===== config.mk =====
export PLATFORM = sky130hd
export DESIGN_NAME = pi2_ram
export DESIGN_NICKNAME = d
export VERILOG_FILES = /design/src/rtl/pi2_ram.sv
export SDC_FILE = /design/constraint.sdc
export NUM_CORES = 1
export LEC_CHECK = 0
export BUFFER_PORTS_ARGS = -buffer_cell sky130_fd_sc_hd__buf_2
export CAP_MARGIN = 25
export CORE_AREA = 2 2 230 232
export DETAILED_ROUTE_END_ITERATION = 16
export DIE_AREA = 0 0 232 234
export GPL_TIMING_DRIVEN = 0
export HOLD_SLACK_MARGIN = 0.1
export SYNTH_ARGS = -nofsm -noshare
export SYNTH_HDL_FRONTEND = slang
export SYNTH_SLANG_ARGS = --single-unit

===== constraint.sdc =====
create_clock -name clk -period 2.2 [get_ports clk]
set_input_delay 0.22 -clock clk [delete_from_list [all_inputs] [get_ports clk]]
set_output_delay 0.22 -clock clk [all_outputs]
set_load 0.01 [all_outputs]

===== src/rtl/pi2_ram.sv =====
// Generic single-write, single-read RAM with registered read data.
// No dependencies.
`timescale 1ns / 1ps
`default_nettype none

module pi2_ram #(
  parameter int WIDTH = 16,
  parameter int DEPTH = 32,
  localparam int AW = (DEPTH > 1) ? $clog2(DEPTH) : 1
) (
  input  wire logic             clk,
  input  wire logic             we,
  input  wire logic [AW-1:0]    waddr,
  input  wire logic [WIDTH-1:0] wdata,
  input  wire logic [AW-1:0]    raddr,
  output logic      [WIDTH-1:0] rdata
);

  logic [WIDTH-1:0] mem [DEPTH];

  always_ff @(posedge clk) begin
    if (we) begin
      mem[waddr] <= wdata;
    end
    rdata <= mem[raddr];
  end

endmodule

`default_nettype wire


==> results.yml <==
grt:
  grt_pass1_vias: 10510
  grt_max_degree: 33
  grt_overflow_total: 0
  antenna_found_initial: 0
  gr-usage-all-layers: 0.1832
  grt_pass1_wl_um: 70810
setup_path:
  slowest_delay_ns: 0.55
  crit_buf_inv: 4
  crit_fanout: 10
  crit_chain: "dlygate4sd3_1 -> buf_6 -> nand2b_1 -> clkbuf_1 -> buf_2 -> a21oi_1 -> a31oi_1 -> nand3_1"
  crit_arrival_ns: 2.47
  critPathLaunchType: "input port"
  path_class: "input port to flip-flop"
  crit_path_top_delay_cell: "dlygate4sd3_1"
  critical_path.startpoint: "raddr[3]"
  r2r_start: "mem[27][0]"
  crit_family: "buffers and inverters"
  cp-end-kind: "flip-flop"
  cp.required_ns: 2.64
route:
  drtIter0Drc: 1119
  detail_route.wl_per_cell_um: 24.95
  drc: 0
  routed_wirelength_um: 49450
  drt_first_pass_iters: 5
  vias: 10560
  via_per_inst: 5.328
  drt.antenna.violating_nets: 0
synth:
  synthFlopType: "edfxtp_1"
  syn_area_mm2: 0.02054
  seq_area_frac_synth: 0.7643
  synth-seq-cells: 528
  syn_inst: 1143
  yosysUniqueCellTypes: 26
  async_flop_share: 0
  synth_nets: 1171
  synth.largest_area_cell: "edfxtp_1"
  syn_area_per_cell_um2: 17.97
  synthTopCellsByArea: "edfxtp_1 75%, mux2i_1 12%, a22oi_1 2.3%"
  synth_edf_count: 512
  ys.warnings.count: 0
  synth_top_area_frac: 0.7487
cts:
  cts_buffer_depth: 3
  clock-sinks: 528
  postCtsSetupBuffers: 0
  cts_tree: "done"
  cts_buffers: 53
  htree_num_levels: 2
  cts.clk_slew.worst_paths_ns: 0.06
  root_buffer: "clkbuf_16"
  insertion_delay_ns: 0.61
sta:
  setup_viol_count_final: 0
  layout_setup_ws_ns: 0.1638
  skew_ns: 0.02860
  period_share: 0.9256
  tightest_slew_ns: 0.9852
  hold_ws_ns: 0.2172
  max_freq_ghz: 0.4911
  finalHoldViolCount: 0
  slew_viol_final: 0
  rsz0062_at_grt: "no"
  period_needed_ns: 2.036
  slew_headroom: 0.3425
pwr:
  irDropWorstVdd_mv: 0.5855
  powerDensity_mw_per_mm2: 905.6
  leakage_nw: 8.189
floorplan:
  start_util: 0.3947
  die_area_mm2: 0.05429
  io_pins: 44
  die_x_um: 232
  die_y_um: 234
  core_mm2: 0.05202
  rows: 84
place:
  place_area_mm2: 0.02175
  pre_cts_ws_ns: -0.2432
  io_buffers: 40
  hpwl_um: 31080
  gp_congestion: 0.8646
cells_and_area:
  final_area_mm2: 0.02352
  fin_nets: 1279
  syn2layout_area_growth_pct: 14.51
  utilization: 0.4520
  fill_cells: 4519
  layout_common_cells: "512 x edfxtp_1, 256 x mux2i_1, 64 x a22oi_1"
  multi_input_area_mm2: 0.004362
  final_common_cell: "edfxtp_1"
  layout-drive-gt1-share: 0.1609
  regArea_mm2: 0.01570
run_status:
  status: "complete, no violations"
run:
  cap_violations: 0
worst_hold_path:
  hold_start: "wdata[13]"
  hold_path.class: "input port to flip-flop"
worst paths after layout:
kind / cells past startpoint / slack (ns) / end
setup / recovery: 8 / 0.16 / rdata[6]
hold / removal: 1 / 0.22 / mem[14][13]
setup reg to reg: 5 / 0.55 / rdata[0]
hold reg to reg: 4 / 0.70 / rdata[8]
cells by family after synthesis:
group                  share of synthesized area
DFF                                       0.7643
and+or+nand+nor                          0.03491
AOI/OAI and AO/OA                        0.04972
buffers and inverters                    0.02632
muxes                                     0.1248
synth_stat cells (2+ instances only):
cell      count
buf_4        19
dfxtp_1      16
nand4_1      16
nor2_1       33
mux2i_1     256
buf_6         6
buf_12        5
clkbuf_1     12
a22oi_1      64
a31oi_1      16
nand3_1      34
buf_2        19
nor3_1       16
a21oi_1      32
nand2b_1      2
nor2b_1       2
edfxtp_1    512
or3b_2        3
buf_8         6
a22o_1       32
nand2_1      33
nand3b_1      5
through the flow:
step | instances | TNS (ns) | total power [mW]
after global routing | 1981 | 0 | 21.91
after global placement | 1871 | -208.66 | 12.62
after CTS | 1982 | 0 | 21.44
after floorplan | 1143 | 0 | 12.08
final | 1982 | 0 | 21.30
after detailed placement | 1882 | -47.08 | 12.65
area by class of cell:
cell class | instances | area share
Sequential cell | 528 | 0.6674
Multi-Input combinational cell | 548 | 0.1855
Clock buffer | 84 | 0.06869
Tap cell | 688 | 0.03661
Buffer | 66 | 0.02283
Timing Repair Buffer | 54 | 0.01410
Clock inverter | 13 | 0.004789
Antenna cell | 1 | 0.0001064
per-layer routing:
layer  vias up  global-route usage  wire (µm)
met4         0             0.05308       1072
li1       4772                   -          -
met5         -                   0          0
met2       361              0.2932      23090
met3        66             0.03003       3275
met1      5361              0.2589      22010
sequential cells by signal, summed over array words and instances, names as in the netlist:
| signal | count |
|---|---|
| rdata | 16 |
| mem | 512 |
power by group:
| part | total, mW | switching [mW] | leakage (nW) | internal (mW) |
|---|---|---|---|---|
| clock | 8.86 | 3.70 | 0.849 | 5.15 |
| combinational | 1.22 | 0.827 | 2.59 | 0.394 |
| sequential | 11.2 | 0.0327 | 4.75 | 11.2 |
| total | 21.3 | 4.56 | 8.19 | 16.7 |
repair_timing:
| item | 4_1_cts | 5_1_grt |
|---|---|---|
| endpoints found under the setup margin | 0 | 10 |
| resized for setup | 0 | 1 |
| hold buffers | 3 | 0 |
| endpoints found under the hold margin | 6 | 0 |
(Power assumes the default switching activity.)
