## src/rtl/pi2_pkg.sv

```systemverilog
// Shared types and constants for the 2x polyphase interpolator.
// No dependencies; compiled first.
`timescale 1ns / 1ps
`default_nettype none

package pi2_pkg;

  localparam int SAMPLE_W  = 16;
  localparam int COEF_W    = 18;
  localparam int PROD_W    = SAMPLE_W + COEF_W;
  localparam int TAPS_W    = 7;
  localparam int TAP_IDX_W = 6;
  localparam int ADDR_W    = 3;
  localparam int DATA_W    = 32;

  localparam logic [TAPS_W-1:0] TAPS_RESET = 7'd63;

  // register index, taken from paddr[2]
  localparam logic REG_TAPS_IN_USE = 1'b0;

  typedef enum logic [1:0] {
    REQ_SAMPLE = 2'd0,
    REQ_TAP    = 2'd1,
    REQ_CLEAR  = 2'd2
  } req_t;

  // tag that travels with each multiply-accumulate step
  typedef struct packed {
    logic vld;
    logic zero;   // empty phase: contributes nothing
    logic dval;   // history slot holds a written sample
    logic first;  // k == 0: use current sample, restart sum
    logic fin;    // last step of the phase
    logic phase;
  } mac_tag_t;

  typedef struct packed {
    logic                       vld;
    logic                       phase;
    logic signed [SAMPLE_W-1:0] value;
  } mac_res_t;

endpackage

`default_nettype wire

```

## src/rtl/pi2_seq.sv

```systemverilog
// Sequencer: walks the taps of each phase, owns the history pointers
// and valid bits. Depends on pi2_pkg.
`timescale 1ns / 1ps
`default_nettype none

module pi2_seq import pi2_pkg::*; #(
  parameter int MAX_TAPS = 64,
  localparam int HIST = MAX_TAPS / 2,
  localparam int CAW  = $clog2(MAX_TAPS),
  localparam int HAW  = (HIST > 1) ? $clog2(HIST) : 1
) (
  input  wire logic                       clk,
  input  wire logic                       rst,
  input  wire logic                       in_fire,
  input  wire logic [1:0]                 in_req,
  input  wire logic signed [SAMPLE_W-1:0] in_sample,
  input  wire logic [TAPS_W-1:0]          taps,
  input  wire logic                       out_empty,
  input  wire logic                       mac_busy,
  output logic                            ready,
  output logic [CAW-1:0]                  coef_raddr,
  output logic [HAW-1:0]                  hist_raddr,
  output logic                            hist_we,
  output logic [HAW-1:0]                  hist_waddr,
  output logic [SAMPLE_W-1:0]             hist_wdata,
  output mac_tag_t                        tag,
  output logic signed [SAMPLE_W-1:0]      cur
);

  localparam int TW  = $clog2(MAX_TAPS + 1);
  localparam int CNW = TW + 1;

  typedef enum logic [1:0] {S_IDLE, S_WAIT, S_RUN, S_SHIFT} state_t;

  state_t          state;
  logic [TW-1:0]   t_eff;
  logic [CNW-1:0]  c;
  logic [HAW-1:0]  wptr, rp, wptr_m1, rp_dec, wptr_inc;
  logic [HIST-1:0] hv;
  logic            first_k, phase, last_step, dummy;

  always_comb begin
    if (taps == '0) begin
      t_eff = TW'(1);
    end else if (32'(taps) > MAX_TAPS) begin
      t_eff = TW'(MAX_TAPS);
    end else begin
      t_eff = TW'(taps);
    end
    last_step = (c + CNW'(2)) >= {1'b0, t_eff};
    dummy     = c >= {1'b0, t_eff};
    wptr_m1   = (wptr == '0) ? HAW'(HIST - 1) : wptr - HAW'(1);
    rp_dec    = (rp == '0) ? HAW'(HIST - 1) : rp - HAW'(1);
    wptr_inc  = (wptr == HAW'(HIST - 1)) ? '0 : wptr + HAW'(1);
  end

  assign ready      = (state == S_IDLE) && !mac_busy && !tag.vld;
  assign coef_raddr = c[CAW-1:0];
  assign hist_raddr = rp;
  assign hist_we    = (state == S_SHIFT);
  assign hist_waddr = wptr;
  assign hist_wdata = cur;

  always_ff @(posedge clk) begin
    if (rst) begin
      state   <= S_IDLE;
      tag     <= '0;
      hv      <= '0;
      wptr    <= '0;
      rp      <= '0;
      c       <= '0;
      phase   <= 1'b0;
      first_k <= 1'b0;
    end else begin
      if (state != S_RUN) begin
        tag <= '0;
      end
      case (state)
        S_IDLE: begin
          if (in_fire) begin
            case (in_req)
              REQ_SAMPLE: begin
                cur   <= in_sample;
                state <= S_WAIT;
              end
              REQ_CLEAR: hv <= '0;
              default: ;
            endcase
          end
        end
        S_WAIT: begin
          // hold off until the previous item's results are taken
          if (out_empty) begin
            state   <= S_RUN;
            c       <= '0;
            phase   <= 1'b0;
            first_k <= 1'b1;
            rp      <= wptr_m1;
          end
        end
        S_RUN: begin
          tag <= '{vld: 1'b1, zero: dummy, dval: hv[rp], first: first_k,
                   fin: last_step, phase: phase};
          if (last_step) begin
            if (!phase) begin
              phase   <= 1'b1;
              c       <= CNW'(1);
              first_k <= 1'b1;
              rp      <= wptr_m1;
            end else begin
              state <= S_SHIFT;
            end
          end else begin
            c       <= c + CNW'(2);
            first_k <= 1'b0;
            if (!first_k) begin
              rp <= rp_dec;
            end
          end
        end
        S_SHIFT: begin
          hv[wptr] <= 1'b1;
          wptr     <= wptr_inc;
          state    <= S_IDLE;
        end
        default: state <= S_IDLE;
      endcase
    end
  end

endmodule

`default_nettype wire

```

## config.mk

```make
export PLATFORM = sky130hd
export DESIGN_NAME = pi2_seq
export DESIGN_NICKNAME = d
export VERILOG_FILES = /design/src/rtl/pi2_pkg.sv /design/src/rtl/pi2_seq.sv
export SDC_FILE = /design/constraint.sdc
export NUM_CORES = 1
export LEC_CHECK = 0
export BUFFER_PORTS_ARGS = -buffer_cell sky130_fd_sc_hd__buf_2
export CAP_MARGIN = 10
export CORE_AREA = 3 3 94 96
export CTS_CLUSTER_DIAMETER = 200
export DETAILED_ROUTE_END_ITERATION = 10
export DIE_AREA = 0 0 97 99
export GPL_TIMING_DRIVEN = 1
export HOLD_SLACK_MARGIN = 0.05
export PLACE_DENSITY = 0.74
export SYNTH_ARGS = -nofsm -noshare
export SYNTH_HDL_FRONTEND = slang
export SYNTH_SLANG_ARGS = --single-unit
```

## constraint.sdc

```tcl
create_clock -name clk -period 2.55 [get_ports clk]
set_input_delay 0.255 -clock clk [delete_from_list [all_inputs] [get_ports clk]]
set_output_delay 0.255 -clock clk [all_outputs]
set_load 0.05 [all_outputs]
```

==> impl_metrics.py, run 1 <==
metrics = {
    "place": {
        "io_buffers": 85,
        "placed_area_mm2": 0.00440,
        "pre_cts_ws_ns": -0.0765,
        "dpl.cell_count": 578,
        "gp_congestion": 0.928,
        "dp_hpwl_um": 6650,
    },
    "sta": {
        "layout_min_cycle_time_ns": 2.51,
        "fin_skew_ns": 0.00804,
        "worst_pin_slew_ns": 0.599,
        "hold_viol": 0,
        "finalSetupTns_ns": 0,
        "finalCritPeriodShare_pct": 98.4,
        "maxSlewHeadroom_pct": 60.0,
        "final-setup-viol-count": 0,
        "final_max_slew_viol_count": 0,
        "worst_slack_ns": 0.0420,
        "max_freq_mhz": 399,
        "rsz0062_at_grt": "true",
        "hold_slack_ns": 0.0712,
    },
    "global_routing": {
        "grt_antenna_before_repair": 0,
        "grt_pass1_vias": 3140,
        "gr-total-overflow": 0,
        "grt_pass1_wl_um": 14900,
        "gr-usage-all-layers_pct": 19.0,
        "grt_max_degree": 33,
    },
    "worst_setup_path": {
        "critical_path_class": "reg -> reg",
        "crit_fanout": 5,
        "start_kind": "flop",
        "worstPathArrival_ns": 2.73,
        "required_ns": 2.77,
        "critPathCaptureType": "flop",
        "rrSetupSlack_ns": 0.04,
    },
    "run_status": {
        "status": "completed",
    },
    "synth": {
        "syn-instance-count": 406,
        "synth_top_area_share_pct": 30.8,
        "async_flop_share_pct": 0,
        "synth_area_per_cell_um2": 9.59,
        "yosysWarningCount": 0,
        "synthesis.nets": 461,
        "synth_top_area_cell": "dfxtp_1",
        "synth-edff-count": 16,
        "synth.most_common_cell": "dfxtp_1",
        "synth-main-ff-cell": "dfxtp_1",
        "syn_area_mm2": 0.00389,
        "seq_area_frac_synth_pct": 43.2,
        "synth_cell_types": 60,
        "ys_ff_latch": 76,
        "synthTopCellsByCount": "dfxtp_1, nor2_1, a21oi_1, nand2_1, ha_1",
        "synth_top_cells_by_area": "dfxtp_1, edfxtp_1, ha_1",
    },
    "clock_tree": {
        "clk_path_buf_depth": 2,
        "clk_pin_slew_worst_paths_ns": 0.08,
        "clock-root-buffer": "clkbuf_8",
        "numCtsBuffers": 9,
        "htreeDepth": 3,
        "tritoncts": "done",
        "clock_sinks": 76,
        "clock_latency_ns": 0.35,
    },
    "route": {
        "drt_pass1_iterations": 4,
        "routed_via_density": 5.54,
        "drtIter0Drc": 178,
        "drt-wirelength-per-cell_um": 15.4,
        "vias": 3301,
        "postRouteAntennaNets": 0,
        "drc": 0,
        "wirelength_um": 9170,
    },
    "floorplanning": {
        "num_rows": 33,
        "die_width_um": 97,
        "die_area_mm2": 0.00960,
        "die_y_um": 99,
        "core_mm2": 0.00813,
        "initial_utilization_pct": 47.9,
        "io-pin-count": 86,
    },
    "run": {
        "drv_cap": 0,
    },
    "hold_path": {
        "hp-class": "in -> reg",
    },
    "pwr": {
        "total_power_mw": 3.44,
        "power.leakage_nw": 1.99,
        "peakVddDrop_v": 0.000480,
        "powerDensity_mw_per_mm2": 733,
    },
    "final_layout": {
        "drive_gt1_share_pct": 32.6,
        "fin_util_pct": 57.7,
        "stdcell_count": 596,
        "final_cell_area_mm2": 0.00470,
        "num_antenna_cells": 0,
        "nNetsFinal": 541,
        "area_growth_syn_to_layout_pct": 20.6,
        "fillers": 721,
    },
}
[timing repair]
item                       CTS  global route
pin swaps                    0             4
buffers inserted             0             2
setup endpoints to repair    8            12
gates resized for setup      6            12
hold buffers                 0             0
[cell families (layout without fill, tap and decap cells)]
| family | Yosys count | count (layout) | share of synthesized area [%] |
|---|---|---|---|
| and+or+nand+nor | 124 | 124 | 14.5 |
| AOI/OAI and AO/OA | 96 | 96 | 16.8 |
| DFF | 76 | 76 | 43.2 |
| buffers and inverters | 61 | 146 | 8.29 |
| adders and majority gates | 25 | 25 | 8.03 |
| muxes | 18 | 18 | 7.84 |
| xor gates and xnor gates | 6 | 6 | 1.35 |
[cell usage in the layout, fill, tap and decap left out, types with 4 or more instances in the layout]
master / Yosys / layout
nor3_1: 11 / 9
inv_1: 20 / 20
a31oi_1: 18 / 18
mux4_2: 10 / 10
a21oi_1: 30 / 30
o21a_1: 5 / 5
nand2_1: 26 / 25
clkbuf_8: 0 / 9
buf_4: 22 / 25
ha_1: 25 / 24
o21ai_0: 8 / 7
nor2_1: 57 / 56
nand2b_1: 5 / 5
buf_2: 3 / 85
mux2i_1: 8 / 8
edfxtp_1: 16 / 16
nor3b_1: 4 / 4
dfxtp_1: 60 / 56
[path summary, 6_finish.rpt]
check	start	to	cells past startpoint
setup / recovery	c[2]	hist_raddr[4]	10
hold / removal	in_sample[2]	cur[2]	1
setup reg to reg	c[2]	hist_raddr[4]	10
hold reg to reg	hv[5]	hv[5]	2
[state kept, by name, summed over array words and instances (netlist names)]
signal and flops:
tag 6, c 8, cur 16, hv 32, state 2, first_k 1
phase 1, hist_waddr 5, hist_raddr 5
[final cells by class]
| class | instances | area (um^2) | area share (%) |
|---|---|---|---|
| multi-input combinational | 269 | 1990 | 42.3 |
| sequential | 76 | 1690 | 36.0 |
| timing repair buffer | 110 | 613 | 13.1 |
| tap | 105 | 131 | 2.80 |
| clock buffer | 9 | 124 | 2.64 |
| inverter | 20 | 75.1 | 1.60 |
| clock inverter | 7 | 73.8 | 1.57 |
[power breakdown]
part	internal, mW	total [mW]	switching, mW
logic	0.378	1.08	0.706
clock network	0.457	0.928	0.471
registers	1.30	1.43	0.131
[layer usage]
layer / GRT usage, % / wire length [um]
met4: 6.80 / 134
met1: 23.1 / 3890
met2: 33.2 / 4590
met5: 0 / 0
met3: 3.96 / 550
[critical path, cell delays in order, from the launching register on]
cell,delay (ns)
dfxtp_4,0.39
ha_4,0.16
nand3_4,0.09
xnor2_2,0.14
ha_1,0.30
a21o_1,0.19
a22oi_2,0.18
nand2_2,0.10
or4_4,0.52
o41ai_4,0.23
o32ai_2,0.11
No activity file was read; power rests on OpenSTA's default activity.
==> inputs of run 2 (changes only) <==
CORE_AREA = 3 3 88 90   (was 3 3 94 96)
DIE_AREA = 0 0 91 93   (was 0 0 97 99)
PLACE_DENSITY = 0.8   (was 0.74)
clock period = 3.15 ns   (was 2.55 ns; I/O delays follow)
==> impl_metrics.py, run 2 (synthesized netlist as in run 1, its figures left out) <==
metrics = {
    "run_status": {
        "status": "completed",
    },
    "pwr": {
        "powerDensity_mw_per_mm2": 623,
        "peakVddDrop_v": 0.000489,
        "power.leakage_nw": 1.86,
    },
    "worst_setup_path": {
        "crit_fanout": 7,
        "required_ns": 3.36,
        "path_cells": "ha_2, nand3_1, xnor2_1, ha_1, a21o_1, a22oi_1, nand2_2, or4_1, o41ai_2, o32ai_1",
        "worstPathArrival_ns": 3.17,
        "worst-path-buf-inv": 0,
        "crit_path_top_delay_cell": "or4_1",
        "critical_path_class": "reg -> reg",
        "critPathCaptureType": "flop",
        "cpPeakStageDelay_ns": 0.55,
        "start_kind": "flop",
        "crit_family": "simple AND/OR/NAND/NOR gates",
    },
    "sta": {
        "finalSetupTns_ns": 0,
        "final_max_slew_viol_count": 0,
        "finalCritPeriodShare_pct": 94.0,
        "final-setup-viol-count": 0,
        "maxSlewHeadroom_pct": 52.6,
        "rsz0062_at_grt": "false",
        "layout_min_cycle_time_ns": 2.96,
        "worst_slack_ns": 0.190,
        "fin_skew_ns": 0.00961,
        "hold_viol": 0,
        "max_freq_mhz": 338,
        "worst_pin_slew_ns": 0.710,
    },
    "final_layout": {
        "largest_register_ffs": 32,
        "layout_commonest_cell": "buf_2",
        "drive_gt1_share_pct": 26.4,
        "multi_input_comb_area_mm2": 0.00190,
        "num_antenna_cells": 0,
        "layout_common_cells": "buf_2, dfxtp_1, nor2_1, a21oi_1, nand2_1",
        "area_growth_syn_to_layout_pct": 14.3,
        "fillers": 632,
        "nNetsFinal": 520,
        "reg_top3": "hv (32), cur (16), c (8)",
        "register_area_mm2": 0.00168,
        "regMostFlops": "hv",
    },
    "clock_tree": {
        "clk_path_buf_depth": 2,
        "clock-root-buffer": "clkbuf_8",
        "post-cts-setup-buffers": 0,
        "htreeDepth": 3,
        "clock_sinks": 76,
        "numCtsBuffers": 9,
        "clk_pin_slew_worst_paths_ns": 0.08,
        "cts.hold.buffers_added": 0,
        "clock_latency_ns": 0.35,
        "tritoncts": "done",
    },
    "route": {
        "vias": 3257,
        "drtIter0Drc": 172,
        "wirelength_um": 9060,
        "drt_pass1_iterations": 5,
        "postRouteAntennaNets": 0,
        "drc": 0,
        "drt-wirelength-per-cell_um": 15.9,
        "routed_via_density": 5.72,
    },
    "place": {
        "pre_cts_ws_ns": 0.164,
        "gp_congestion": 0.938,
        "dp_hpwl_um": 6650,
        "io_buffers": 85,
    },
    "floorplanning": {
        "die_y_um": 93,
        "core_mm2": 0.00714,
        "die_area_mm2": 0.00846,
        "io-pin-count": 86,
        "num_rows": 31,
        "die_width_um": 91,
        "initial_utilization_pct": 54.6,
    },
    "global_routing": {
        "grt_max_degree": 33,
        "gr-usage-all-layers_pct": 21.5,
        "grt_pass1_wl_um": 14600,
        "grt_antenna_before_repair": 0,
        "grt_pass1_vias": 3130,
        "gr-total-overflow": 0,
    },
    "hold_path": {
        "hp-class": "in -> reg",
    },
    "run": {
        "drv_cap": 0,
    },
}
## run 2: changes by cell type in the layout (fill, tap and decap cells not counted), moves of 2 or more
cell        before  now
clkinvlp_4       0    2
clkinv_4         2    0
dfxtp_4          2    0
nand3_1          3    5
buf_4           25    4
dfxtp_1         56   59
## run 2: timing repair
action | CTS | global route
gates resized for setup | 0 | 2
hold endpoints to repair | 0 | 0
setup endpoints to repair | 0 | 2
## run 2: path summary, 6_finish.rpt
check / start / to / slack [ns] / cells after the start
max reg2reg: c[2] / hist_raddr[4] / 0.19 / 10
min: in_sample[6] / cur[6] / 0.13 / 1
min reg2reg: hv[27] / hv[27] / 0.47 / 2
max: c[2] / hist_raddr[4] / 0.19 / 10
## run 2: worst register-to-register path, stage by stage, from the launching register on
cell	delay, ns
dfxtp_1	0.42
ha_2	0.28
nand3_1	0.15
xnor2_1	0.17
ha_1	0.32
a21o_1	0.19
a22oi_1	0.23
nand2_2	0.15
or4_1	0.55
o41ai_2	0.23
o32ai_1	0.13
## run 2: power by group
group	leakage [nW]	internal [mW]	switching (mW)
combinational	1.13	0.266	0.511
sequential	0.630	1.05	0.131
clock	0.101	0.446	0.363
## run 2: cell type report
cell class,count,share of cell area (%)
flip-flops and latches,76,37.8
inverters,20,1.69
well taps,99,2.78
multi-input cells,269,42.6
clock buffers,10,2.87
repair buffers,89,10.2
clock inverters,6,1.97
## run 2: routing by layer
metal | share of wire [%] | vias to the layer above | global-route usage, %
li1 | - | 1566 | -
met4 | 2.7 | 0 | 11.2
met3 | 5.2 | 19 | 3.70
met5 | 0 | - | 0
met2 | 50 | 117 | 37.4
met1 | 42 | 1555 | 25.4
## run 2: per-stage QoR
| step | power, mW | hold WS (ns) | cell area (um^2) | utilization [%] | cells |
|---|---|---|---|---|---|
| 2_1_floorplan | 1.79 | 0.414 | 3890 | - | 406 |
| 3_3_place_gp | 1.97 | 0.444 | 4230 | 59.3 | 553 |
| 3_5_place_dp | 1.98 | 0.455 | 4230 | 59.3 | 553 |
| 4_1_cts | 2.79 | 0.119 | 4450 | 62.3 | 569 |
| 5_1_grt | 2.91 | 0.121 | 4450 | 62.4 | 569 |
| 6_report | 2.77 | 0.132 | 4450 | 62.4 | 569 |
==> inputs of run 3 (changes only) <==
CORE_AREA = 3 3 84 94   (was 3 3 88 90)
DIE_AREA = 0 0 87 97   (was 0 0 91 93)
==> impl_metrics.py, run 3 (synthesized netlist as in run 1, its figures left out) <==
metrics = {
    "clock_tree": {
        "numCtsBuffers": 9,
        "clock_sinks": 76,
        "post-cts-setup-buffers": 0,
        "clk_pin_slew_worst_paths_ns": 0.08,
        "clk_path_buf_depth": 2,
        "htreeDepth": 3,
        "clock-root-buffer": "clkbuf_8",
        "tritoncts": "done",
        "clock_latency_ns": 0.35,
        "cts.hold.buffers_added": 0,
    },
    "final_layout": {
        "register_area_mm2": 0.00168,
        "multi_input_comb_area_mm2": 0.00190,
        "nNetsFinal": 519,
        "layout_common_cells": "buf_2, dfxtp_1, nor2_1, a21oi_1, nand2_1",
        "reg_top3": "hv (32), cur (16), c (8)",
        "area_growth_syn_to_layout_pct": 12.5,
        "regMostFlops": "hv",
        "fin_util_pct": 62.5,
        "drive_gt1_share_pct": 26.2,
        "layout_commonest_cell": "buf_2",
        "fillers": 581,
        "largest_register_ffs": 32,
        "num_antenna_cells": 0,
    },
    "worst_setup_path": {
        "crit-reg2reg-launch": "c[3]",
        "start_kind": "flop",
        "r2r-end": "hist_raddr[4]",
        "worstPathArrival_ns": 3.13,
        "rrSetupSlack_ns": 0.23,
        "crit_fanout": 10,
        "critical_path_class": "reg -> reg",
        "critPathCaptureType": "flop",
        "required_ns": 3.36,
        "rr_worst_depth": 9,
    },
    "sta": {
        "finalCritPeriodShare_pct": 92.7,
        "final-setup-viol-count": 0,
        "final_max_slew_viol_count": 0,
        "worst_pin_slew_ns": 0.701,
        "fin_skew_ns": 0.0107,
        "layout_min_cycle_time_ns": 2.92,
        "max_freq_mhz": 342,
        "hold_viol": 0,
        "maxSlewHeadroom_pct": 53.2,
        "finalSetupTns_ns": 0,
        "rsz0062_at_grt": "false",
    },
    "global_routing": {
        "grt_max_degree": 33,
        "gr-usage-all-layers_pct": 21.7,
        "grt.met2_usage_pct": 37.7,
        "grt_pass1_vias": 3186,
        "busiest_layer": "met2",
        "gr-total-overflow": 0,
        "grt_pass1_wl_um": 14600,
        "met3_usage_pct": 6.39,
        "grtUsageMet1_pct": 24.4,
        "grt_antenna_before_repair": 0,
    },
    "floorplanning": {
        "io-pin-count": 86,
        "initial_utilization_pct": 55.6,
        "die_width_um": 87,
        "core_mm2": 0.00701,
        "num_rows": 32,
        "die_area_mm2": 0.00844,
        "die_y_um": 97,
    },
    "route": {
        "wirelength_um": 8920,
        "drtIter0Drc": 138,
        "drt_pass1_iterations": 4,
        "vias": 3208,
        "drt-wirelength-per-cell_um": 16.1,
        "drc": 0,
        "postRouteAntennaNets": 0,
        "routed_via_density": 5.79,
    },
    "hold_path": {
        "worstHoldStart": "in_sample[4]",
        "hp-class": "in -> reg",
        "hold_depth": 1,
        "min_to": "cur[4]",
    },
    "place": {
        "gp_congestion": 0.936,
        "io_buffers": 85,
        "dp_hpwl_um": 6540,
    },
    "pwr": {
        "powerDensity_mw_per_mm2": 597,
        "peakVddDrop_v": 0.000359,
        "power.leakage_nw": 1.84,
    },
    "run": {
        "drv_cap": 0,
    },
    "run_status": {
        "status": "completed",
    },
}
## run 3: repair_timing
item                                   in CTS  in global routing
endpoints found under the hold margin       0                  0
gates resized for setup                     0                  2
setup endpoints to repair                   0                  3
## run 3: area by class of cell
class,count,share of cell area (%)
Clock inverter,4,0.600
Sequential cell,76,38.4
Tap cell,85,2.43
Inverter,20,1.71
Timing Repair Buffer,88,10.2
Multi-Input combinational cell,269,43.3
Clock buffer,12,3.31
## run 3: how the worst max path moves through the flow
| stage | from | slack [ns] | to |
|---|---|---|---|
| after floorplan | c[1] | 0.45 | hist_raddr[4] |
| after global placement | c[1] | 0.29 | hist_raddr[4] |
| after detailed placement | c[1] | 0.18 | hist_raddr[4] |
| after CTS | c[1] | 0.16 | hist_raddr[4] |
| after global routing | c[3] | 0.02 | c[0] |
| final | c[3] | 0.23 | hist_raddr[4] |
## run 3: power by group
group | switching, mW | internal [mW]
sequential | 0.130 | 1.05
clock | 0.351 | 0.307
combinational | 0.511 | 0.264
## run 3: per-layer routing
layer / up-vias / routed length (um)
met2: 101 / 4570
met4: 0 / 212
li1: 1562 / -
met1: 1528 / 3590
met5: - / 0
met3: 17 / 548
## run 3: metrics by stage
stage	power (mW)	area [um^2]	setup slack (ns)	std cells	hold WS, ns
floorplan	1.79	3890	0.455	406	0.414
global placement	1.96	4210	0.292	538	0.443
detailed placement	1.97	4210	0.185	538	0.452
CTS	2.63	4380	0.158	554	0.124
global route	2.76	4380	0.0192	554	0.116
finish	2.62	4380	0.230	554	0.138
## run 3: worst max-delay path, cell delays in order (launching register included)
cell and delay (ns):
dfxtp_1 0.52, nand3_1 0.26, nor2_1 0.28, xor2_1 0.18, ha_1 0.26, a22oi_1 0.25
nand2_2 0.15, or4_1 0.54, o41ai_2 0.22, o32ai_1 0.13
