## config.mk

```make
export PLATFORM = sky130hd
export DESIGN_NAME = pi2_mac
export DESIGN_NICKNAME = d
export VERILOG_FILES = /design/src/rtl/pi2_pkg.sv /design/src/rtl/pi2_mac.sv
export SDC_FILE = /design/constraint.sdc
export NUM_CORES = 1
export LEC_CHECK = 0
export BUFFER_PORTS_ARGS = -buffer_cell sky130_fd_sc_hd__buf_4
export CORE_ASPECT_RATIO = 1.4
export CORE_MARGIN = 5
export CORE_UTILIZATION = 60
export DETAILED_ROUTE_END_ITERATION = 8
export PLACE_DENSITY = 0.78
export SLEW_MARGIN = 20
export SYNTH_ARGS = -nofsm -noshare
export SYNTH_HDL_FRONTEND = slang
export SYNTH_SLANG_ARGS = --single-unit
```

## constraint.sdc

```tcl
create_clock -name clk -period 16.4 [get_ports clk]
set_input_delay 1.64 -clock clk [delete_from_list [all_inputs] [get_ports clk]]
set_output_delay 1.64 -clock clk [all_outputs]
set_load 0.005 [all_outputs]
```

## src/rtl/pi2_pkg.sv

```systemverilog
// Shared types and constants for the 2x polyphase interpolator.
// No dependencies; compiled first.
`timescale 1ns / 1ps
`default_nettype none

package pi2_pkg;

  localparam int SAMPLE_W  = 16;
  localparam int COEF_W    = 18;
  localparam int PROD_W    = SAMPLE_W + COEF_W;
  localparam int TAPS_W    = 7;
  localparam int TAP_IDX_W = 6;
  localparam int ADDR_W    = 3;
  localparam int DATA_W    = 32;

  localparam logic [TAPS_W-1:0] TAPS_RESET = 7'd63;

  // register index, taken from paddr[2]
  localparam logic REG_TAPS_IN_USE = 1'b0;

  typedef enum logic [1:0] {
    REQ_SAMPLE = 2'd0,
    REQ_TAP    = 2'd1,
    REQ_CLEAR  = 2'd2
  } req_t;

  // tag that travels with each multiply-accumulate step
  typedef struct packed {
    logic vld;
    logic zero;   // empty phase: contributes nothing
    logic dval;   // history slot holds a written sample
    logic first;  // k == 0: use current sample, restart sum
    logic fin;    // last step of the phase
    logic phase;
  } mac_tag_t;

  typedef struct packed {
    logic                       vld;
    logic                       phase;
    logic signed [SAMPLE_W-1:0] value;
  } mac_res_t;

endpackage

`default_nettype wire

```

## src/rtl/pi2_mac.sv

```systemverilog
// Shared multiply-accumulate: multiply, accumulate, round and saturate.
// Depends on pi2_pkg.
`timescale 1ns / 1ps
`default_nettype none

module pi2_mac import pi2_pkg::*; #(
  parameter int MAX_TAPS = 64
) (
  input  wire logic                       clk,
  input  wire logic                       rst,
  input  wire mac_tag_t                   tag,
  input  wire logic signed [SAMPLE_W-1:0] cur,
  input  wire logic signed [COEF_W-1:0]   coef_rd,
  input  wire logic        [SAMPLE_W-1:0] hist_rd,
  output logic                            busy,
  output mac_res_t                        res
);

  localparam int ACC_W = PROD_W + $clog2(MAX_TAPS);

  mac_tag_t                   tag2, tag3;
  logic signed [SAMPLE_W-1:0] x;
  logic signed [COEF_W-1:0]   coef_m;
  logic signed [PROD_W-1:0]   prod;
  logic signed [ACC_W-1:0]    acc;
  logic signed [ACC_W:0]      rsum;
  logic signed [ACC_W:0]      q;

  always_comb begin
    if (tag.zero) begin
      x = '0;
    end else if (tag.first) begin
      x = cur;
    end else if (tag.dval) begin
      x = signed'(hist_rd);
    end else begin
      x = '0;
    end
    coef_m = tag.zero ? '0 : coef_rd;
  end

  always_ff @(posedge clk) begin
    if (rst) begin
      tag2 <= '0;
      tag3 <= '0;
    end else begin
      tag2 <= tag;
      tag3 <= tag2;
    end
    prod <= x * coef_m;
    if (tag2.vld) begin
      acc <= tag2.first ? ACC_W'(prod) : acc + ACC_W'(prod);
    end
  end

  // x2 and Q2.32 -> Q1.15 is one shift by 16, rounded half up
  always_comb begin
    rsum = (ACC_W+1)'(acc) + (ACC_W+1)'(32768);
    q    = rsum >>> 16;
    if (q > 32767) begin
      res.value = 16'sh7fff;
    end else if (q < -32768) begin
      res.value = 16'sh8000;
    end else begin
      res.value = q[SAMPLE_W-1:0];
    end
    res.vld   = tag3.vld & tag3.fin;
    res.phase = tag3.phase;
  end

  assign busy = tag2.vld | tag3.vld;

endmodule

`default_nettype wire

```

==> results of run 1 <==
[worst min-delay path by stage]
| stage | from | end | slack, ps | cells after the start |
|---|---|---|---|---|
| after floorplan | tag2[0] | res[16] | 410 | 1 |
| after global placement | tag2[0] | res[16] | 420 | 1 |
| after detailed placement | tag2[1] | tag3[1] | 440 | 1 |
| after CTS | tag2[1] | tag3[1] | 450 | 1 |
| after global routing | tag2[1] | tag3[1] | 470 | 1 |
| final | tag2[1] | tag3[1] | 440 | 1 |
[synth_stat cells (all sizes together) (9+ instances only)]
cell type  count
inv          385
fa           291
nand2        220
nor2         183
ha           126
a21oi         77
o21ai         75
xnor2         52
clkbuf        45
dfxtp         41
edfxtp        40
nor2b         32
nand2b        29
xor2          29
nand3         26
and3          20
buf           19
nor3          19
a21o          17
a22oi         16
a211oi        12
a22o          12
a31oi         11
o21a          11
nand4          9
or2            9
[per-layer routing]
metal  GRT usage (%)  share of wire [%]  vias up
li1                -                  -     6155
met1            32.9                 37     6445
met2            52.3                 51      517
met3            3.76                6.2      137
met4            14.2                5.9        0
met5               0                  0        -
[stage by stage]
stage	hold WS, ps	cells	setup slack [ps]	utilization [%]	instance area (um^2)
floorplan	414	1917	8340	-	16600
global placement	419	2312	7770	63.6	17500
detailed placement	436	2313	7560	63.6	17500
CTS	450	2329	7920	64.7	17800
global route	467	2329	7490	64.7	17800
finish	443	2329	7800	64.7	17800
[area by class of cell]
class                      count  area, um^2
clock buffer                  11         243
clock inverter                 5        60.1
fill                        2385        9690
inverter                     385        1450
multi-input combinational   1387       12900
sequential                    81        2020
tap                          370         463
timing repair buffer          90         676
[sequential cells by signal, summed over array words and instances, names as in the netlist]
name  cells
acc      40
prod     34
tag2      4
tag3      2
res       1
[critical path, cell delays in order]
cell,delay (ps)
buf_4,260
nor2b_1,100
buf_4,220
a22oi_1,740
nor2_1,180
fa_1,640
inv_1,150
fa_1,560
inv_1,60
fa_1,530
fa_1,440
fa_1,540
inv_1,50
fa_1,530
inv_1,40
ha_1,370
a21o_1,210
a21o_1,180
a21oi_1,140
o221ai_1,130
a31o_2,280
a2111oi_2,510
nand4b_1,140
o311ai_0,160
[kinds of logic (layout without fill, tap and decap cells)]
group,count (synthesis),in the layout
AND/OR/NAND/NOR,581,581
buffers and inverters,449,491
multiplexers,7,7
adder cells (fa/ha/maj),417,417
XOR/XNOR,81,81
AO/OA/AOI/OAI,301,301
flip-flops,81,81
[power groups by stage]
| stage | sequential, mW | clock, mW | combinational (mW) |
|---|---|---|---|
| after global routing | 0.411 | 0.217 | 2.44 |
| after global placement | 0.403 | 0 | 2.07 |
| after CTS | 0.401 | 0.211 | 2.15 |
| after detailed placement | 0.405 | 0 | 2.13 |
| final | 0.401 | 0.207 | 2.14 |
| after floorplan | 0.380 | 0 | 1.68 |
==> results.md, run 1 <==
* Outcome: finished, final reports clean
* Reg clk slew, reported paths at 60 ps
* Diode count at 0
* Post-CTS Hold Fix Bufs at 0
* Reg2reg setup slack at 13,160 ps
* CP Capture Type: flop
* Initial drt markers at 756
* Clock root buffer: clkbuf_16
* CP endpoint: prod[33]
* Synth Area in Compound Gates at 12.1%
* Post-route ant nets at 0
* Tightest Pin Transition at 1040 ps
* Post-synthesis sequential area ratio at 12.2%
* Max-cap violations at 0
* Peak Freq at 116 MHz
* Most common cell after layout, fill and taps aside: inv_1
* Post-synthesis cell count at 1,917
* Die height at 207 um
* Die Wd at 151 um
* Core Area at 0.0275 mm^2
* DP HPWL at 36.1 mm
* 1st-pass router iterations at 5
* Layout cells sized above 1 at 7.30%
* Detail-routed via count per cell at 5.69
* Main combinational cell family by area after synthesis: adder cells
* Fin crit share at 52.4%
* Synthesized area at 0.0166 mm^2
* Worst-Skew Late Latency at 350 ps
* Combinational share of power at 77.9%
* Endpoints failing hold at 0
* Total CTS buffers at 9
* Async set-reset flop share out of synthesis at 0%
* DIE AREA at 0.0311 mm^2
* Post-synth top area cell: fa_1
* Worst slew margin at 30.7%
* Top_reg_cell synth: dfxtp_1
* CTS tree: yes
* Static leakage at 8.54 nW
* First-pass GRT wire length at 70.2 mm
* # DRC at 0
* Net Sw Frac at 50.3%
* Num rows at 72
* Clk pwr share at 7.5%
* Global Route Usage Sum at 28.7%
* Largest net degree at the start of global routing at 77
* CP Data Arrival Time at 8810 ps
* Synth area leaders: fa_1, ha_1, inv_1
* Most frequent cells in the layout: inv_1, fa_1, nand2_1, nor2_1, ha_1
* CTS H-tree lvls at 3
* Remaining Overflow, GRT at 0
* Shortest period the worst path allows at 8600 ps
* Internal power at 1.37 mW
* Clock tree buffer depth at 2
* Syn Nets at 2,392
* CP Launch Point: tag[2]
* #FFs+latches synth at 81
* Reg2Reg Launch Point: acc[15]
* Hold WC Path Type: reg2reg
* CTS sink cnt at 81
* Wire per inst at 18.1 um
* Critical Path Fanout Max at 32
* IO Pins at 77
* Startpoint types: input port
* Post-Synth Adder-Cell Area at 44.6%
* R2R cell count at 9
* Worst endpoint required time at 16,610 ps
* Setup Fix Bufs, Post-CTS at 0
* Post-CTS Resized at 0
* Yosys cell types at 81
* Initial antenna violation count at 0
* Sequential Power Share at 14.6%
* Pwr Density at 155 mW/mm^2
* # port buffers at 76
* Post-Route Skew at 8.74 ps
* Capturing point of the worst reg2reg path: acc[36]
* Synth Area in XOR/XNOR at 4.27%
* Synth Warn # at 0
* Maximum vdd ir drop at 0.0000810 V
* Setup-failing EPs final at 0
* RSZ-0062 raised after global routing: no
* Share of the synthesized area in the top cell type at 35.1%
* Post-synthesis mux area share at 0.445%
* Total Power at 2.75 mW
* GPL Wtd Cong at 1.02
* Post-synth EDFFs at 40
* Starting Density at 60.4%
* Layout Area Growth over Synthesis at 7.11%
* Vias after detailed routing at 13.3k
* Final-stage net count at 2,429
* WS Path Type: in2reg
* Avg Inst Size Synth at 8.66 um^2
* Net Switching at 1.38 mW
* Final count of pins violating max slew at 0
* TNS Setup at 0 ps
* Vias in the first global route at 14.1k
* Final wirelength at 42.2 mm
* Simple-gate share of the synthesized area at 16.1%
Power figures use the tool's default switching activity.
==> inputs of run 2 (changes only) <==
- ABC_AREA: unset -> 1
- CORE_UTILIZATION: 60 -> 59
- PLACE_DENSITY: 0.78 -> 0.8
- clock period: 16.4 -> 7.8 ns (I/O delays scaled with it)
==> run 2 against run 1 <==
Area after synthesis is 4.8% higher. Worst setup slack got worse by 7500 ps. Critical path depth increased by 3. Wire length increased by 33%. Highest routed layer unchanged.
==> results.md, run 2 <==
* Yosys cell types at 38 (-53%)
* Total CTS buffers at 9 (unchanged)
* Combined area of the multi-input logic cells at 0.0133 mm^2 (+3.0%)
* Async set-reset flop share out of synthesis at 0% (unchanged)
* Most frequent CP cell: fa_1
* Post-route ant nets at 0 (unchanged)
* Setup-failing EPs final at 0 (unchanged)
* Final-stage net count at 2,932 (+21%)
* Synth Warn # at 0 (unchanged)
* Top flop regs: acc: 40 flops, prod: 34 flops, tag2: 4 flops
* 1st-pass router iterations at 7 (+2)
* IO Pins at 77 (unchanged)
* Pwr Density at 261 mW/mm^2 (+69%)
* Setup Fix Bufs, Post-CTS at 0 (unchanged)
* Outcome: finished, final reports clean
* Reg area at 0.00202 mm^2 (about the same)
* Diode count at 0 (unchanged)
* Synth area leaders: fa_1, nand2_1, inv_1
* Max reg flops at 40 (unchanged)
* WS Path Type: in2reg
* R2R cell count at 13 (+4)
* Post-synthesis cell count at 2,361 (+23%)
* CP Data Arrival Time at 7690 ps (-1120 ps)
* Startpoint types: input port
* Clock tree buffer depth at 2 (unchanged)
* Hold Path Depth at 2 (+1)
* Critical Path Fanout Max at 17 (-47%)
* Shortest period the worst path allows at 7460 ps
* Post-Route Skew at 8.56 ps (-0.183 ps)
* Worst slew margin at 31.1% (+0.39 points)
* # port buffers at 76 (unchanged)
* Maximum vdd ir drop at 0.000155 V (+91%)
* DIE AREA at 0.0331 mm^2 (+6.2%)
* CP Capture Type: flop
* Core Area at 0.0292 mm^2 (+6.1%)
* CTS sink cnt at 81 (unchanged)
* Final count of pins violating max slew at 0 (unchanged)
* Layout cells sized above 1 at 6.70% (-0.60 points)
* Post-CTS Hold Fix Bufs at 0 (unchanged)
* Tightest Pin Transition at 1030 ps (-5.82 ps)
* DP HPWL at 49.1 mm (+36%)
* Detail-routed via count per cell at 5.58 (-2.0%)
* FILL cells at 2,654 (+11%)
* Finished Layout Cells at 2,842 (+22%)
* Reg2reg setup slack at 4680 ps (-8480 ps)
* Delay of the slowest cell on the worst path at 540 ps (-200 ps)
* Endpoints failing hold at 0 (unchanged)
* Num rows at 74 (+2.8%)
* RSZ-0062 raised after global routing: no
* Count leader, synth: nand2_1
* Final wirelength at 56.0 mm (+33%)
* Die height at 213 um (+3.1%)
* Static leakage at 9.91 nW (+16%)
* TNS Setup at 0 ps (unchanged)
* Finished Cell Area at 0.0189 mm^2 (+6.4%)
* Fin crit share at 95.7%
* Max-cap violations at 0 (unchanged)
* Wire per inst at 19.7 um (+8.7%)
* Global Route Usage Sum at 34.7% (+6.0 points)
* Post-synth top area cell: fa_1
* Clock root buffer: clkbuf_16
* Synthesized area at 0.0174 mm^2 (+4.8%)
* Dpl cell area at 0.0186 mm^2 (+6.5%)
* Synth cell count leaders: nand2_1, inv_1, nor2_1
* First-pass GRT wire length at 88.7 mm (+26%)
* GPL Wtd Cong at 1.11 (+9.2%)
* Worst-Skew Late Latency at 340 ps (about the same)
* Post-synthesis sequential area ratio at 11.6% (-0.56 points)
* Largest net degree at the start of global routing at 43 (-44%)
* Slowest-stage cell, CP: fa_1
* Syn Nets at 2,836 (+19%)
* Peak Freq at 134 MHz
* Starting Density at 59.6% (-0.78 points)
* Most common cell after layout, fill and taps aside: nand2_1
* Avg Inst Size Synth at 7.37 um^2 (-15%)
* Post-synth EDFFs at 40 (unchanged)
* Remaining Overflow, GRT at 0 (unchanged)
* WHS Endpoint: res[16]
* Hold WC Path Type: reg2reg
* CTS tree: yes
* Most flops, register: acc
* # DRC at 0 (unchanged)
* Vias after detailed routing at 15.9k (+20%)
* Initial drt markers at 1,019 (+35%)
* Top_reg_cell synth: dfxtp_1
* Share of the synthesized area in the top cell type at 33.5% (-1.6 points)
* Reg2Reg Launch Point: prod[0]
* Layout Area Growth over Synthesis at 8.76%
* CTS H-tree lvls at 3 (unchanged)
* Most frequent cells in the layout: nand2_1, inv_1, nor2_1, fa_1, ha_1
* Initial antenna violation count at 0 (unchanged)
* Placed cells at 2,826 (+22%)
* Die Wd at 155 um (+3.0%)
* Capturing point of the worst reg2reg path: acc[30]
* Post-CTS Resized at 0 (unchanged)
* Reg clk slew, reported paths at 60 ps (about the same)
* Hold Path Origin: tag2[0]
* WHS at 405 ps (-37.7 ps)
* Worst endpoint required time at 8030 ps (-8580 ps)
* #FFs+latches synth at 81 (unchanged)
* Vias in the first global route at 17.0k (+21%)
==> run 2: worst max path at each step <==
| stage | from | to | cells past startpoint | slack [ps] |
|---|---|---|---|---|
| floorplan | tag[2] | prod[32] | 25 | 1000 |
| global placement | tag[2] | prod[25] | 27 | 140 |
| detailed placement | tag[2] | prod[25] | 27 | 70 |
| CTS | tag[2] | prod[25] | 27 | 410 |
| global route | tag[2] | prod[25] | 27 | 40 |
| finish | tag[2] | prod[25] | 27 | 340 |
==> run 2: cells by family (layout without fill, tap and decap cells) <==
logic type               count (synthesis)  count (layout)  synth area share, %
buffers and inverters                  555             656                 12.1
XOR/XNOR                                49              49                 2.47
flip-flops                              81              81                 11.6
adder cells (fa/ha/maj)                417             417                 42.5
AO/OA/AOI/OAI                          209             209                 6.85
AND/OR/NAND/NOR                       1050            1050                 24.4
==> run 2: cell type report <==
| cell class | instances | area share (%) |
|---|---|---|
| Clock buffer | 9 | 1.19 |
| Clock inverter | 7 | 0.403 |
| Inverter | 519 | 10.3 |
| Multi-Input combinational cell | 1725 | 70.1 |
| Sequential cell | 81 | 10.7 |
| Tap cell | 380 | 2.51 |
| Timing Repair Buffer | 121 | 4.80 |
==> run 2: report_power, final <==
group	leakage, nW	internal (mW)	switching [mW]
clock	0.148	0.251	0.184
sequential	0.721	0.649	0.136
combinational	9.04	1.31	2.40
==> run 2: per-layer routing <==
metal | up-vias | share of wire (%) | track usage [%]
li1 | 7346 | - | -
met1 | 7574 | 33 | 34.8
met2 | 675 | 53 | 65.2
met3 | 263 | 4.9 | 3.79
met4 | 0 | 9.4 | 26.3
met5 | - | 0 | 0
==> run 2: worst max-delay path, delay by kind of cell <==
family | cells | cell delay [ps]
AO/OA/AOI/OAI | 6 | 1370
AND/OR/NAND/NOR | 7 | 1380
buffers and inverters | 7 | 860
adder cells (fa/ha/maj) | 7 | 3270
==> run 2: metrics by stage <==
step | setup WS (ps) | util, % | power, mW
floorplan | 1000 | - | 3.40
global placement | 139 | 63.8 | 4.40
detailed placement | 65.9 | 63.8 | 4.46
CTS | 408 | 64.9 | 4.91
global route | 41.2 | 64.9 | 5.45
finish | 338 | 64.9 | 4.94
==> inputs of run 3 (changes only) <==
- ABC_AREA: 1 -> 0
- SLEW_MARGIN: 20 -> unset
==> run 3 against run 2 <==
Combinational power is 21% higher. Register-to-register slack lost 70 ps. Hold slack gained 33 ps. Power is 18% higher. Wire length down 24%. Sequential share of layout area increased by 0.52 points. Non-clock buffer count unchanged. Sequential cell count stayed put. Highest routed layer unchanged. Die area down 4.3%. Sequential power grew 8.0%. First-iteration DRC count decreased by 17%.
==> results.md, run 3 (synthesis results as in run 1) <==
* Outcome: finished, final reports clean
* # port buffers at 76 (unchanged)
* # DRC at 0 (unchanged)
* Layout Area Growth over Synthesis at 8.74% (about the same)
* Die height at 208 um (-2.2%)
* Clock root buffer: clkbuf_16
* Reg clk slew, reported paths at 60 ps (about the same)
* Detail-routed via count per cell at 5.69 (+2.0%)
* GPL Wtd Cong at 1.01 (-8.8%)
* CP Data Arrival Time at 7610 ps (-80 ps)
* Initial antenna violation count at 0 (unchanged)
* Pwr Density at 322 mW/mm^2 (+23%)
* Max-cap violations at 0 (unchanged)
* IO Pins at 77 (unchanged)
* WS Path Type: in2reg
* Maximum vdd ir drop at 0.000156 V (+1.1%)
* Most flops, register: acc
* Post-Route Skew at 13.8 ps (+5.26 ps)
* Startpoint types: input port
* Setup Fix Bufs, Post-CTS at 0 (unchanged)
* Setup-failing EPs final at 0 (unchanged)
* Shortest period the worst path allows at 7380 ps (-80.6 ps)
* Starting Density at 59.8% (+0.19 points)
* Fin crit share at 94.6% (-1.0 points)
* Top flop regs: acc: 40 flops, prod: 34 flops, tag2: 4 flops
* Post-CTS Hold Fix Bufs at 0 (unchanged)
* Hold WC Path Type: reg2reg
* Wire per inst at 18.1 um (-8.0%)
* Worst-Skew Late Latency at 360 ps (+20 ps)
* WHS at 439 ps (+33.5 ps)
* Core Area at 0.0277 mm^2 (-4.9%)
* Tightest Pin Transition at 1060 ps (+31.7 ps)
* Max reg flops at 40 (unchanged)
* RSZ-0062 raised after global routing: no
* Dpl cell area at 0.0177 mm^2 (-4.9%)
* Final wirelength at 42.8 mm (-24%)
* CP Capture Type: flop
* Diode count at 0 (unchanged)
* DP HPWL at 36.8 mm (-25%)
* Most common cell after layout, fill and taps aside: inv_1
* 1st-pass router iterations at 5 (-2)
* CTS tree: yes
* TNS Setup at 0 ps (unchanged)
* Finished Cell Area at 0.0181 mm^2 (-4.6%)
* Clock tree buffer depth at 2 (unchanged)
* Total CTS buffers at 9 (unchanged)
* Worst slew margin at 29.0% (-2.1 points)
* Die Wd at 152 um (-2.2%)
* Final-stage net count at 2,460 (-16%)
* CTS H-tree lvls at 3 (unchanged)
* CTS sink cnt at 81 (unchanged)
* Most frequent cells in the layout: inv_1, fa_1, nand2_1, nor2_1, ha_1
* DIE AREA at 0.0316 mm^2 (-4.3%)
* Static leakage at 8.71 nW (-12%)
* Largest net degree at the start of global routing at 78 (+81%)
* Critical Path Fanout Max at 32 (+15)
* Vias in the first global route at 14.2k (-16%)
* Final count of pins violating max slew at 0 (unchanged)
* Worst endpoint required time at 8030 ps (about the same)
* Peak Freq at 135 MHz (+1.1%)
* Layout cells sized above 1 at 8.74% (+2.0 points)
* Global Route Usage Sum at 28.2% (-6.5 points)
* Initial drt markers at 848 (-17%)
* First-pass GRT wire length at 70.4 mm (-21%)
* Post-route ant nets at 0 (unchanged)
* Vias after detailed routing at 13.4k (-15%)
* Remaining Overflow, GRT at 0 (unchanged)
* Endpoints failing hold at 0 (unchanged)
* Post-CTS Resized at 0 (unchanged)
* Num rows at 72 (-2.7%)
## run 3: per-layer routing
| metal | GRT usage, % | vias to the layer above | part of all wire [%] |
|---|---|---|---|
| met5 | 0 | - | 0 |
| met4 | 15.0 | 0 | 6.4 |
| met3 | 2.66 | 139 | 5.4 |
| met2 | 49.9 | 512 | 51 |
| met1 | 33.4 | 6561 | 37 |
| li1 | - | 6215 | - |
## run 3: power by group
part           leakage [nW]  internal [mW]  switching, mW
clock network         0.165          0.302          0.178
registers             0.722          0.704          0.144
logic                  7.82           1.92           2.57
total                  8.71           2.92           2.89
## run 3: worst paths after layout
check	start	end	slack, ps	cells past startpoint
worst max register to register	prod[0]	acc[36]	4610	11
worst min-delay path	tag2[1]	tag3[1]	440	1
worst max-delay path	tag[2]	prod[22]	420	23
worst min register to register	tag2[1]	tag3[1]	440	1
## run 3: through the flow
step / instances / utilization (%) / setup WS, ps / power [mW]
detailed placement: 2344 / 63.8 / 130 / 5.34
floorplan: 1917 / - / 599 / 4.34
global placement: 2344 / 63.8 / 291 / 5.21
global route: 2360 / 65.1 / 123 / 6.48
finish: 2360 / 65.1 / 419 / 5.81
CTS: 2360 / 65.1 / 500 / 5.84
## run 3: critical path: stages
cell and delay [ps]:
buf_4 210, nor2b_1 180, buf_4 280, a22o_1 460
nand2_1 140, fa_1 510, fa_1 540, inv_1 50
fa_1 490, fa_1 520, fa_1 490, inv_1 50
fa_1 470, inv_1 40, ha_1 340, a21o_1 210
a211o_1 310, a211o_1 270, a21oi_1 370, nor2_1 240
a311oi_2 370, o21ai_1 120, xor2_1 150
## run 3: layout make-up
class | instances | area [um^2]
fill | 2362 | 9690
tap | 370 | 463
multi-input combinational | 1387 | 12900
clock buffer | 11 | 254
inverter | 385 | 1450
sequential | 81 | 2020
clock inverter | 5 | 86.3
timing repair buffer | 121 | 908
